**src/rtl/rtfx_pkg.sv**
```systemverilog
package rtfx_pkg;

   localparam int KW_LEN = 18;
   localparam int KW_BITS = 8 * KW_LEN;
   localparam int SKIP_COUNT = 23;
   localparam logic [4:0] LEN_MAX = 5'd31;

   typedef enum logic [3:0] {
      MODE_IDLE,
      MODE_BRACE,
      MODE_BRACE_ESC,
      MODE_ESC,
      MODE_WORD,
      MODE_PARAM,
      MODE_HEX1,
      MODE_HEX2
   } rtfx_mode_type;

   typedef struct packed {
      logic [15:0] code_unit;
      logic        last;
   } rtfx_req_type;

   typedef struct packed {
      logic [15:0] text_unit;
      logic        has_text;
      logic        run_last;
      logic        text_end;
   } rtfx_rsp_type;

   typedef struct packed {
      logic [1:0]   count;
      rtfx_rsp_type first;
      rtfx_rsp_type second;
   } rtfx_emit_type;

   typedef logic [KW_LEN-1:0][6:0] rtfx_letters_type;

   localparam logic [15:0] CH_BACKSLASH = 16'h005C;
   localparam logic [15:0] CH_LBRACE    = 16'h007B;
   localparam logic [15:0] CH_RBRACE    = 16'h007D;
   localparam logic [15:0] CH_STAR      = 16'h002A;
   localparam logic [15:0] CH_QUOTE     = 16'h0027;
   localparam logic [15:0] CH_TILDE     = 16'h007E;
   localparam logic [15:0] CH_UNDER     = 16'h005F;
   localparam logic [15:0] CH_MINUS     = 16'h002D;
   localparam logic [15:0] CH_SPACE     = 16'h0020;
   localparam logic [15:0] CH_NEWLINE   = 16'h000A;
   localparam logic [15:0] CH_TAB       = 16'h0009;
   localparam logic [15:0] CH_NBSP      = 16'h00A0;
   localparam logic [15:0] CH_NBHYPHEN  = 16'h2011;

   localparam logic [KW_BITS-1:0] KW_PAR  = "par";
   localparam logic [KW_BITS-1:0] KW_LINE = "line";
   localparam logic [KW_BITS-1:0] KW_TAB  = "tab";
   localparam logic [KW_BITS-1:0] KW_U    = "u";

   localparam logic [KW_BITS-1:0] SKIP_WORDS [SKIP_COUNT] = '{
      "fonttbl", "colortbl", "stylesheet", "info", "pict", "header", "footer",
      "footerl", "footerr", "footnote", "bkmkstart", "bkmkend", "fldinst",
      "listtable", "listoverridetable", "rsidtbl", "generator", "filetbl",
      "revtbl", "xmlnstbl", "datastore", "themedata", "colorschememapping"
   };
   localparam logic [4:0] SKIP_LENS [SKIP_COUNT] = '{
      5'd7, 5'd8, 5'd10, 5'd4, 5'd4, 5'd6, 5'd6, 5'd7, 5'd7, 5'd8, 5'd9, 5'd7,
      5'd7, 5'd9, 5'd17, 5'd7, 5'd9, 5'd7, 5'd6, 5'd8, 5'd9, 5'd9, 5'd18
   };

   function automatic logic is_alpha(input logic [15:0] c);
      return (c >= 16'h0061 && c <= 16'h007A) || (c >= 16'h0041 && c <= 16'h005A);
   endfunction

   function automatic logic is_digit(input logic [15:0] c);
      return c >= 16'h0030 && c <= 16'h0039;
   endfunction

   function automatic logic [3:0] hex_val(input logic [15:0] c);
      logic [3:0] v;
      v = 4'd0;
      if (is_digit(c)) v = c[3:0];
      else if (c >= 16'h0061 && c <= 16'h0066) v = 4'(c[3:0] + 4'd9);
      else if (c >= 16'h0041 && c <= 16'h0046) v = 4'(c[3:0] + 4'd9);
      return v;
   endfunction

   function automatic logic word_eq(input rtfx_letters_type l, input logic [4:0] len,
                                    input logic [KW_BITS-1:0] kw, input logic [4:0] n);
      logic ok;
      int   base;
      ok = (len == n);
      for (int i = 0; i < KW_LEN; i++) begin
         base = 8 * (int'(n) - 1 - i);
         if (i < int'(n) && base >= 0) begin
            if (l[i] != kw[base +: 7]) ok = 1'b0;
         end
      end
      return ok;
   endfunction

   function automatic logic word_skipped(input rtfx_letters_type l, input logic [4:0] len);
      logic hit;
      hit = 1'b0;
      for (int k = 0; k < SKIP_COUNT; k++) begin
         if (word_eq(l, len, SKIP_WORDS[k], SKIP_LENS[k])) hit = 1'b1;
      end
      return hit;
   endfunction

endpackage

```
**src/rtl/rtfx_lexer.sv**
```systemverilog
module rtfx_lexer #(
   parameter int MAX_WORD = 17,
   parameter int DEPTH_BITS = 16
) (
   input  logic                  clock,
   input  logic                  reset,
   input  logic                  accept,
   input  rtfx_pkg::rtfx_req_type req,
   output rtfx_pkg::rtfx_emit_type emit
);
   import rtfx_pkg::*;

   localparam int SLOTS = MAX_WORD + 1;
   localparam logic [DEPTH_BITS-1:0] DEPTH_MAX = {DEPTH_BITS{1'b1}};

   rtfx_mode_type         mode_ff, mode_in;
   logic [6:0]            letters_ff [SLOTS];
   logic [6:0]            letters_in [SLOTS];
   logic [4:0]            length_ff, length_in;
   logic                  follows_ff, follows_in;
   logic [15:0]           pv_ff, pv_in;
   logic                  neg_ff, neg_in;
   logic                  present_ff, present_in;
   logic [15:0]           hex_ff, hex_in;
   logic                  drop_ff, drop_in;
   logic                  skip_ff, skip_in;
   logic [DEPTH_BITS-1:0] depth_ff, depth_in;
   logic [DEPTH_BITS-1:0] start_ff, start_in;

   logic [15:0]           e0, e1;
   logic [1:0]            n_emit;

   rtfx_letters_type      lcur, lnew;

   always_comb begin
      for (int i = 0; i < KW_LEN; i++) begin
         lcur[i] = letters_ff[i];
         lnew[i] = letters_in[i];
      end
   end

   always_comb begin
      logic [15:0] c;
      logic        last;
      logic        do_idle, do_wa, do_esc, esc_brace, drop;
      logic [15:0] uval;
      c = req.code_unit;
      last = req.last;
      do_idle = 1'b0;
      do_wa = 1'b0;
      do_esc = 1'b0;
      esc_brace = 1'b0;
      drop = 1'b0;
      uval = 16'd0;
      e0 = 16'd0;
      e1 = 16'd0;
      n_emit = 2'd0;
      mode_in = mode_ff;
      letters_in = letters_ff;
      length_in = length_ff;
      follows_in = follows_ff;
      pv_in = pv_ff;
      neg_in = neg_ff;
      present_in = present_ff;
      hex_in = hex_ff;
      drop_in = drop_ff;
      skip_in = skip_ff;
      depth_in = depth_ff;
      start_in = start_ff;

      unique case (mode_ff)
         MODE_BRACE: begin
            if (c == CH_BACKSLASH) mode_in = MODE_BRACE_ESC;
            else do_idle = 1'b1;
         end
         MODE_BRACE_ESC: begin
            if (c == CH_STAR) begin
               if (!skip_in) begin
                  skip_in = 1'b1;
                  start_in = depth_in;
               end
               mode_in = MODE_IDLE;
            end else begin
               do_esc = 1'b1;
               esc_brace = 1'b1;
            end
         end
         MODE_ESC: do_esc = 1'b1;
         MODE_WORD: begin
            if (is_alpha(c)) begin
               for (int j = 0; j < SLOTS; j++) begin
                  if (int'(length_ff) == j) letters_in[j] = c[6:0];
               end
               if (length_ff < LEN_MAX) length_in = 5'(length_ff + 5'd1);
            end else if (follows_ff && word_skipped(lcur, length_ff)) begin
               if (!skip_in) begin
                  skip_in = 1'b1;
                  start_in = depth_in;
               end
               do_idle = 1'b1;
            end else if (c == CH_MINUS || is_digit(c)) begin
               present_in = 1'b1;
               if (c == CH_MINUS) neg_in = 1'b1;
               else pv_in = {12'd0, c[3:0]};
               mode_in = MODE_PARAM;
            end else begin
               do_wa = 1'b1;
               do_idle = (c != CH_SPACE);
            end
         end
         MODE_PARAM: begin
            if (is_digit(c)) begin
               pv_in = 16'((pv_ff << 3) + (pv_ff << 1) + {12'd0, c[3:0]});
            end else begin
               do_wa = 1'b1;
               do_idle = (c != CH_SPACE);
            end
         end
         MODE_HEX1: begin
            if (last) do_idle = 1'b1;
            else begin
               hex_in = c;
               mode_in = MODE_HEX2;
            end
         end
         MODE_HEX2: begin
            if (!drop_ff) begin
               e0 = {8'd0, hex_val(hex_ff), hex_val(c)};
               n_emit = 2'd1;
            end
            drop_in = 1'b0;
            mode_in = MODE_IDLE;
         end
         default: do_idle = 1'b1;
      endcase

      if (do_esc) begin
         if (c == CH_QUOTE) begin
            mode_in = MODE_HEX1;
         end else begin
            drop_in = 1'b0;
            mode_in = MODE_IDLE;
            if (is_alpha(c)) begin
               letters_in[0] = c[6:0];
               length_in = 5'd1;
               follows_in = esc_brace;
               pv_in = 16'd0;
               neg_in = 1'b0;
               present_in = 1'b0;
               mode_in = MODE_WORD;
            end else if (c == CH_TILDE) begin
               e0 = CH_NBSP;
               n_emit = 2'd1;
            end else if (c == CH_UNDER) begin
               e0 = CH_NBHYPHEN;
               n_emit = 2'd1;
            end else if (c == CH_LBRACE || c == CH_RBRACE || c == CH_BACKSLASH) begin
               e0 = c;
               n_emit = 2'd1;
            end
         end
      end

      if (do_wa) begin
         mode_in = MODE_IDLE;
         uval = neg_ff ? 16'(16'd0 - pv_ff) : pv_ff;
         if (word_eq(lcur, length_ff, KW_PAR, 5'd3) || word_eq(lcur, length_ff, KW_LINE, 5'd4)) begin
            e0 = CH_NEWLINE;
            n_emit = 2'd1;
         end else if (word_eq(lcur, length_ff, KW_TAB, 5'd3)) begin
            e0 = CH_TAB;
            n_emit = 2'd1;
         end else if (word_eq(lcur, length_ff, KW_U, 5'd1) && present_ff) begin
            e0 = uval;
            n_emit = 2'd1;
            drop_in = 1'b1;
         end
      end

      if (do_idle) begin
         drop = drop_in;
         drop_in = 1'b0;
         mode_in = MODE_IDLE;
         if (c == CH_LBRACE) begin
            if (depth_in != DEPTH_MAX) depth_in = DEPTH_BITS'(depth_in + 1'b1);
            mode_in = skip_in ? MODE_IDLE : MODE_BRACE;
         end else if (c == CH_RBRACE) begin
            if (depth_in != '0) begin
               if (skip_in && depth_in <= start_in) skip_in = 1'b0;
               depth_in = DEPTH_BITS'(depth_in - 1'b1);
            end else begin
               skip_in = 1'b0;
            end
         end else if (!skip_in) begin
            if (c == CH_BACKSLASH) begin
               mode_in = MODE_ESC;
               drop_in = drop;
            end else if (n_emit == 2'd0) begin
               e0 = c;
               n_emit = 2'd1;
            end else begin
               e1 = c;
               n_emit = 2'd2;
            end
         end
      end

      if (last) begin
         uval = neg_in ? 16'(16'd0 - pv_in) : pv_in;
         if ((mode_in == MODE_WORD && !(follows_in && word_skipped(lnew, length_in)))
             || mode_in == MODE_PARAM) begin
            if (word_eq(lnew, length_in, KW_PAR, 5'd3)
                || word_eq(lnew, length_in, KW_LINE, 5'd4)) begin
               e0 = CH_NEWLINE;
               n_emit = 2'd1;
            end else if (word_eq(lnew, length_in, KW_TAB, 5'd3)) begin
               e0 = CH_TAB;
               n_emit = 2'd1;
            end else if (word_eq(lnew, length_in, KW_U, 5'd1) && present_in) begin
               e0 = uval;
               n_emit = 2'd1;
            end
         end
         mode_in = MODE_IDLE;
         length_in = 5'd0;
         follows_in = 1'b0;
         pv_in = 16'd0;
         neg_in = 1'b0;
         present_in = 1'b0;
         hex_in = 16'd0;
         drop_in = 1'b0;
         skip_in = 1'b0;
         depth_in = '0;
         start_in = '0;
      end
   end

   always_comb begin
      emit.count = 2'd0;
      emit.first = '0;
      emit.second = '0;
      unique case (n_emit)
         2'd0: begin
            if (req.last) begin
               emit.count = 2'd1;
               emit.first = '{text_unit: 16'd0, has_text: 1'b0, run_last: 1'b1, text_end: 1'b1};
            end
         end
         2'd1: begin
            emit.count = 2'd1;
            emit.first = '{text_unit: e0, has_text: 1'b1, run_last: 1'b1, text_end: req.last};
         end
         default: begin
            emit.count = 2'd2;
            emit.first = '{text_unit: e0, has_text: 1'b1, run_last: 1'b0, text_end: 1'b0};
            emit.second = '{text_unit: e1, has_text: 1'b1, run_last: 1'b1, text_end: req.last};
         end
      endcase
   end

   always_ff @(posedge clock) begin
      if (reset) begin
         mode_ff <= MODE_IDLE;
         length_ff <= 5'd0;
         follows_ff <= 1'b0;
         pv_ff <= 16'd0;
         neg_ff <= 1'b0;
         present_ff <= 1'b0;
         hex_ff <= 16'd0;
         drop_ff <= 1'b0;
         skip_ff <= 1'b0;
         depth_ff <= '0;
         start_ff <= '0;
      end else if (accept) begin
         mode_ff <= mode_in;
         length_ff <= length_in;
         follows_ff <= follows_in;
         pv_ff <= pv_in;
         neg_ff <= neg_in;
         present_ff <= present_in;
         hex_ff <= hex_in;
         drop_ff <= drop_in;
         skip_ff <= skip_in;
         depth_ff <= depth_in;
         start_ff <= start_in;
      end
   end

   always_ff @(posedge clock) begin
      if (accept) letters_ff <= letters_in;
   end

endmodule

```
**src/rtl/rtf_text_extractor_unit.sv**
```systemverilog
// RTF to plain text extractor.
// req channel: one RTF code unit per transaction, with last on the final unit
// of the document. rsp channel: plain text code units; has_text is 0 on a bare
// end marker, run_last closes the results of one input unit and text_end
// closes the document.
// Each input unit gives zero, one or two results. The lexer state updates in
// the cycle of acceptance and its results are registered in a four-entry
// result queue before they are offered.
// Throughput is one code unit per cycle while each unit gives at most one
// result and the receiver does not stall; a unit that gives two results is
// drained through the single read port of the result queue.
// req_stall rises while fewer than two queue entries are free, so a stalled
// receiver backs up into the request side without loss.
// Reset clears lexer state and empties the queue; the block can accept a
// transaction as soon as reset is released.
module rtf_text_extractor_unit #(
   parameter int MAX_WORD = 17,
   parameter int DEPTH_BITS = 16
) (
   input  logic                   clock,
   input  logic                   reset,
   input  logic                   req_valid,
   output logic                   req_stall,
   input  rtfx_pkg::rtfx_req_type req_payload,
   output logic                   rsp_valid,
   input  logic                   rsp_stall,
   output rtfx_pkg::rtfx_rsp_type rsp_payload
);
   import rtfx_pkg::*;

   rtfx_emit_type emit;
   rtfx_rsp_type  queue_ff [4];
   logic [1:0]    wp_ff, wp_in;
   logic [1:0]    rp_ff, rp_in;
   logic [2:0]    count_ff, count_in;
   logic          accept, pop;

   assign req_stall = (count_ff > 3'd2);
   assign accept = req_valid && !req_stall;
   assign rsp_valid = (count_ff != 3'd0);
   assign rsp_payload = queue_ff[rp_ff];
   assign pop = rsp_valid && !rsp_stall;

   rtfx_lexer #(
      .MAX_WORD(MAX_WORD),
      .DEPTH_BITS(DEPTH_BITS)
   ) u_lexer (
      .clock(clock),
      .reset(reset),
      .accept(accept),
      .req(req_payload),
      .emit(emit)
   );

   always_comb begin
      logic [1:0] pushed;
      pushed = accept ? emit.count : 2'd0;
      wp_in = 2'(wp_ff + pushed);
      rp_in = pop ? 2'(rp_ff + 2'd1) : rp_ff;
      count_in = 3'(count_ff + {1'b0, pushed} - {2'd0, pop});
   end

   always_ff @(posedge clock) begin
      if (reset) begin
         wp_ff <= 2'd0;
         rp_ff <= 2'd0;
         count_ff <= 3'd0;
      end else begin
         wp_ff <= wp_in;
         rp_ff <= rp_in;
         count_ff <= count_in;
      end
   end

   always_ff @(posedge clock) begin
      if (accept && emit.count != 2'd0) queue_ff[wp_ff] <= emit.first;
      if (accept && emit.count == 2'd2) queue_ff[2'(wp_ff + 2'd1)] <= emit.second;
   end

endmodule
```
**config.mk**
```make
export PLATFORM = sky130hd
export DESIGN_NAME = rtf_text_extractor_unit
export DESIGN_NICKNAME = d
export VERILOG_FILES = /design/src/rtl/rtfx_pkg.sv /design/src/rtl/rtfx_lexer.sv /design/src/rtl/rtf_text_extractor_unit.sv
export SDC_FILE = /design/constraint.sdc
export NUM_CORES = 1
export LEC_CHECK = 0
export BUFFER_PORTS_ARGS = -buffer_cell sky130_fd_sc_hd__buf_2
export CAP_MARGIN = 0
export CORE_MARGIN = 2
export CORE_UTILIZATION = 60
export CTS_BUF_LIST = sky130_fd_sc_hd__clkbuf_4
export DETAILED_ROUTE_END_ITERATION = 16
export PLACE_DENSITY = 0.81
export SETUP_SLACK_MARGIN = 0.5
export SYNTH_ARGS = -nofsm -noshare
export SYNTH_HDL_FRONTEND = slang
export SYNTH_HIERARCHICAL = 1
export SYNTH_SLANG_ARGS = --single-unit
```
**constraint.sdc**
```tcl
create_clock -name clock -period 5.9 [get_ports clock]
set_input_delay 1.18 -clock clock [delete_from_list [all_inputs] [get_ports clock]]
set_output_delay 1.18 -clock clock [all_outputs]
set_load 0.05 [all_outputs]
```
Word level (Yosys, flattened, before mapping)
Memories as Yosys holds them, arrays and structs flattened. A register that Yosys moved wholly into a read port is not among the register bits. Cells that the tools add are included.

Output and inout port bits: 21. Latch bits: 0. Flip-flop bits (word level): 211. Memories: 1. Memory bits (read-only): 0. Bits of input ports: 21. RAM bits: 76.

Memory list: queue_ff (depth 4, bits a word 19, read ports 1, clocked after memory_dff 1, wr ports 2, line rtf_text_extractor_unit.sv:32) `rtfx_rsp_type queue_ff [4];`.

Div/mod/pow operators: 0. Add/subtract/negate cells: 14. Eq/ne operators: 271. Bitwise gates (word level): 0. $lt $le $gt $ge: 17. Multiplexer cells: 717. $mul: 0. Shift-type cells: 0. Reduce and logical (&&, ||, !) cells: 42.

Operator list (number): != test 7 bit, second input constant (212); 2-to-1 mux 16 bit (52); 2-to-1 mux 1 bit (577); 2-to-1 mux 126 bit (2); 2-to-1 mux 7 bit (21); less-or-equal comparator 16 x 7 -> 1 bit, second input constant (6); equality test 16 x 7 -> 1 bit, second input constant (5); 2-to-1 mux 4 bit (20); equality test 5 bit, second input constant (14); greater-or-equal comparator 16 x 7 -> 1 bit, second input constant (4); one-hot mux 16 bit (2 select lines) (2); 2-to-1 mux 2 bit (26); equality test 5 x 4 -> 1 bit, second input constant (10); equality test 16 x 6 -> 1 bit, second input constant (3); one-hot mux 21 bit (2 select lines) (1); equality test 5 x 3 -> 1 bit, second input constant (8); 2-to-1 mux 5 bit (7); greater-or-equal comparator 16 x 6 -> 1 bit, second input constant (2); less-or-equal comparator 16 x 6 -> 1 bit, second input constant (2); subtractor 1 x 16 -> 16 bit, first input constant (2); equality test 4 x 3 -> 1 bit, second input constant (6); 2-to-1 mux 20 bit (1); one-hot mux 4 bit (5 select lines) (1); 2-to-1 mux 19 bit (1); other kinds (38) (76).

Logic depth before layout (Yosys ltp)
Depth in word-level cells: 70. Depth in mapped cells: 27. Depth with buffers taken out: 26.

By module
Netlist, hierarchy kept.

By module, submodules not included: rtfx_lexer (cells each 2340, sequential area each 5345.1 sq um, area each 19232.2 sq um, instances 1); rtf_text_extractor_unit (cells each 247, sequential area each 2462.4 sq um, area each 4339.2 sq um, instances 1).

Least setup slack after synthesis
OpenSTA, ideal clock, no wires.

Path type: input to register. From: input req_payload[2] (netlist name). To: memory queue_ff[1][0] (netlist name) (enable). Path slack: -0.528 ns. Required time: 5.475 ns. Setup time: 0.425 ns. Arrival: 6.003 ns. Stages on the path: 16. Cells stage by stage: clkinv_1 -> ha_1 -> nor4b_1 -> nand4b_1 -> buf_2 -> buf_4 -> a21oi_2 -> o31ai_1 -> nand2_1 -> o21ai_0 -> nand3_1 -> nor2_1 -> a21oi_1 -> buf_4 -> or2b_1 -> a211oi_1.

RTL lines: start: declaration (line rtf_text_extractor_unit.sv:24) `input rtfx_pkg::rtfx_req_type req_payload,`; end: declaration (line rtf_text_extractor_unit.sv:32).

==> summary.txt <==
Power and ir drop
  – Clock network power share: 0.283
  – Internal: between 4 and 5 mW
  – Sw Share: 0.379
  – PwrDens: 247 nW/µm²
  – Sequential Power Share: 0.411
  – P_leak: ~10 nW
  – Combinational share of power: 0.306
  – Pwr Total: between 6 and 7 mW
  – Peak supply drop: approximately 0.00029 V
  – Switching power total: 2.60 mW

Setup path
  – Slowest CP cell: dfxtp_1
  – Max incr delay on CP: 0.59 ns
  – Most used cell, CP: buf_4
  – CP Class: flop to flop
  – Worst EP required: ~6.6 ns
  – CP max FO: 8
  – Worst Setup End Kind: flop
  – Worst EP arrival: between 6 and 7 ns
  – Startpoint types: flop
  – R2r setup slk: 0.44 ns
  – Crit-path cells: buf_4 -> nand4bb_1 -> buf_4 -> a2111oi_4 -> buf_4 -> buf_4 -> mux2i_1 -> o211ai_1 -> nand4b_1 -> buf_4 -> nor4bb_4 -> a41oi_1 -> or3_1 -> a31o_2 -> buf_12 -> o31ai_1 -> and3_1 -> mux2_2

STA
  – Min Tclk post-route: 5.46 ns
  – Final hold viol count: 0
  – Setup Skew: between 0.05 and 0.06 ns
  – Final Max Tran Viols: 0
  – Final period utilization: 0.925
  – Max_slew headroom: 0.215
  – Slew of the pin with the lowest slew margin: between 1 and 1.5 ns
  – F_max: approximately 0.18 GHz
  – RSZ-0062 raised after global routing: true
  – Final Setup Violations: 0
  – Hold_ws: ~0.50 ns

Status
  – Status: completed

CTS
  – Hold buffers post-CTS: 0
  – H-tree depth: 3
  – Clk_lat worst skew: around 0.85 ns
  – CTS sink cnt: about 290
  – CTS max path bufs: 3
  – CTS clk-pin slew, worst paths: 0.07 ns
  – CTS tree: built
  – Clk root buf: clkbuf_4
  – Num CTS Buffers: approximately 80

Global route
  – All-Layer GR Usage: 0.485
  – Largest net degree at the start of global routing: a little under 90
  – Number of global-route vias before repair: 23900
  – Total congestion overflow: 0
  – Initial antenna violation count: 3
  – First-pass GRT wire length: 150000 µm

Layout
  – Fin area: roughly 28000 µm²
  – # nets final: between 2000 and 3000
  – Final core occ: 0.717
  – Fraction of layout cells with a size suffix above 1: 0.286
  – Final Instance Count excl. Fillers: around 3500
  – Syn-to-layout area delta: 17.8%

Die
  – Die Footprint: between 40000 and 50000 µm²
  – Rows: slightly above 70
  – Die Ht: between 200 and 250 µm
  – Number of I/O pins: 42
  – Width of the chip: between 200 and 250 µm
  – Initial Util: 0.608
  – Core Area: approximately 39000 µm²

Drt
  – DR iter-0 viols: 4071
  – DRC errors left: 0
  – Met3 wire len: 15400 µm
  – Wire length per cell: 29.6 µm
  – Via count: between 20000 and 30000
  – M1 WL: around 37000 µm
  – Top routing layer in use: met5
  – Wire length on met2: 43100 µm
  – Final Routed Wirelength: just over 100000 µm
  – ANT nets after route: 0
  – Via/cell ratio: around 7.3
  – First-pass detailed-route iteration total: 9

Synth
  – Post-synthesis sequential area ratio: 0.331
  – Cell count after synthesis: between 2000 and 3000
  – Avg Cell Area, Syn: between 9 and 10 µm²
  – Async SR Flop Fraction: 0
  – Unique cell type count in the Yosys netlist: ~120
  – #FFs+latches synth: 289
  – Syn Nets: roughly 2700
  – Prevailing post-synth register cell: edfxtp_1
  – Total number of yosys warnings: 6
  – Number of synthesized flops with an enable pin: roughly 200
  – Post-Synthesis Cell Area: 23600 µm²

Job
  – Max_cap viols: 0

Place
  – Area after DPL: between 20000 and 30000 µm²
  – Hpwl dp: between 70000 and 80000 µm
  – Port bufs: 41
  – Final GP Congestion: ~1.2
  – Dpl cells: between 3000 and 4000

Min path
  – Hold crit path type: flop to flop
[sequential cells by signal, summed over array words and instances, names as in the netlist, named ones only]
signal              count
u_lexer/mode_ff         4
u_lexer/hex_ff         16
u_lexer/skip_ff         1
u_lexer/start_ff       16
count_ff                3
u_lexer/present_ff      1
rp_ff                   2
u_lexer/drop_ff         1
u_lexer/length_ff       5
u_lexer/neg_ff          1
u_lexer/follows_ff      1
u_lexer/lcur          126
wp_ff                   2
u_lexer/depth_ff       16
queue_ff               76
u_lexer/pv_ff          16
[worst paths after layout]
check	depth (start not counted)	to	startpoint
min	2	u_lexer/start_ff[6]	u_lexer/start_ff[6]
min reg2reg	2	u_lexer/start_ff[6]	u_lexer/start_ff[6]
max	18	queue_ff[2][13]	u_lexer/length_ff[2]
max reg2reg	18	queue_ff[2][13]	u_lexer/length_ff[2]
[layout by cell type, fill, tap and decap left out, types with 58 or more instances in the layout]
| cell | Yosys | routed |
|---|---|---|
| mux2i_1 | 64 | 59 |
| nor2_1 | 266 | 260 |
| nand2_1 | 230 | 230 |
| nand3_1 | 109 | 107 |
| buf_4 | 15 | 324 |
| ha_1 | 76 | 74 |
| nor3_1 | 86 | 84 |
| clkbuf_4 | 0 | 118 |
| a21oi_1 | 112 | 108 |
| o21ai_0 | 98 | 93 |
| nand4_1 | 76 | 76 |
| edfxtp_1 | 202 | 202 |
| mux2_2 | 149 | 149 |
| dfxtp_1 | 87 | 87 |
| inv_1 | 59 | 58 |
[critical path: cells and delay by family (launching register included)]
| kind | cells | cell delay (ns) |
|---|---|---|
| muxes | 2 | 0.48 |
| DFF | 1 | 0.59 |
| and+or+nand+nor | 5 | 1.75 |
| buffers and inverters | 6 | 1.27 |
| AOI/OAI and AO/OA | 5 | 1.16 |
[final cells by class]
type                    count  area, µm²
diodes                      1       2.50
clock buffers             118        886
clock inverters            19        140
fillers                  2762      11000
inverters                  64        245
multi-input cells        2087      15200
flip-flops and latches    289       7810
well taps                 518        648
repair buffers            377       2850
[stage by stage]
step / setup slack (ns) / setup TNS (ns)
finish: 0.440 / 0
global route: 0.377 / 0
CTS: 0.526 / 0
detailed placement: -0.497 / -12.49
global placement: -0.558 / -14.44
floorplan: 0.505 / 0
[layer usage]
layer | global-route usage | vias to the layer above
met5 | 0 | -
met4 | 0.242 | 2
met3 | 0.143 | 555
met2 | 0.734 | 2377
met1 | 0.635 | 11800
li1 | - | 10500
[cell usage after synthesis (23+ instances only)]
master | n | area [µm²]
a21oi_1 | 112 | 561
a22oi_1 | 46 | 345
a31oi_1 | 23 | 144
and2_1 | 33 | 206
and3_1 | 40 | 250
buf_2 | 31 | 155
clkbuf_1 | 79 | 297
dfxtp_1 | 87 | 1740
edfxtp_1 | 202 | 6070
ha_1 | 76 | 951
inv_1 | 59 | 221
mux2_2 | 149 | 1680
mux2i_1 | 64 | 641
nand2_1 | 230 | 863
nand2b_1 | 38 | 238
nand3_1 | 109 | 546
nand4_1 | 76 | 475
nor2_1 | 266 | 998
nor2b_1 | 46 | 288
nor3_1 | 86 | 430
nor4_1 | 66 | 413
o21ai_0 | 98 | 490
or2_2 | 29 | 181
xnor2_1 | 25 | 219
[kinds of logic (layout without fill, tap and decap cells)]
kind of cell / Yosys count / count (layout) / synth area share
adder cells (fa/ha/maj): 80 / 80 / 0.0437
AND/OR/NAND/NOR: 1223 / 1223 / 0.289
flip-flops: 289 / 289 / 0.331
multiplexers: 252 / 252 / 0.129
buffers and inverters: 211 / 578 / 0.0420
AO/OA/AOI/OAI: 485 / 485 / 0.147
other: 0 / 1 / 0
XOR/XNOR: 47 / 47 / 0.0175
[power by group through the flow]
stage | Combinational [mW] | Clock [mW] | Sequential (mW)
floorplan | 1.28 | 0 | 2.69
global placement | 1.83 | 0 | 2.80
detailed placement | 1.88 | 0 | 2.83
CTS | 1.92 | 1.94 | 2.80
global route | 2.16 | 2.03 | 2.83
finish | 2.10 | 1.94 | 2.82
[timing repair]
item	in CTS	in global routing
gates cloned	0	0
setup endpoints to repair	95	79
buffers inserted	5	28
pin swaps	1	7
resized for setup	22	41
Power figures use the tool's default switching activity.
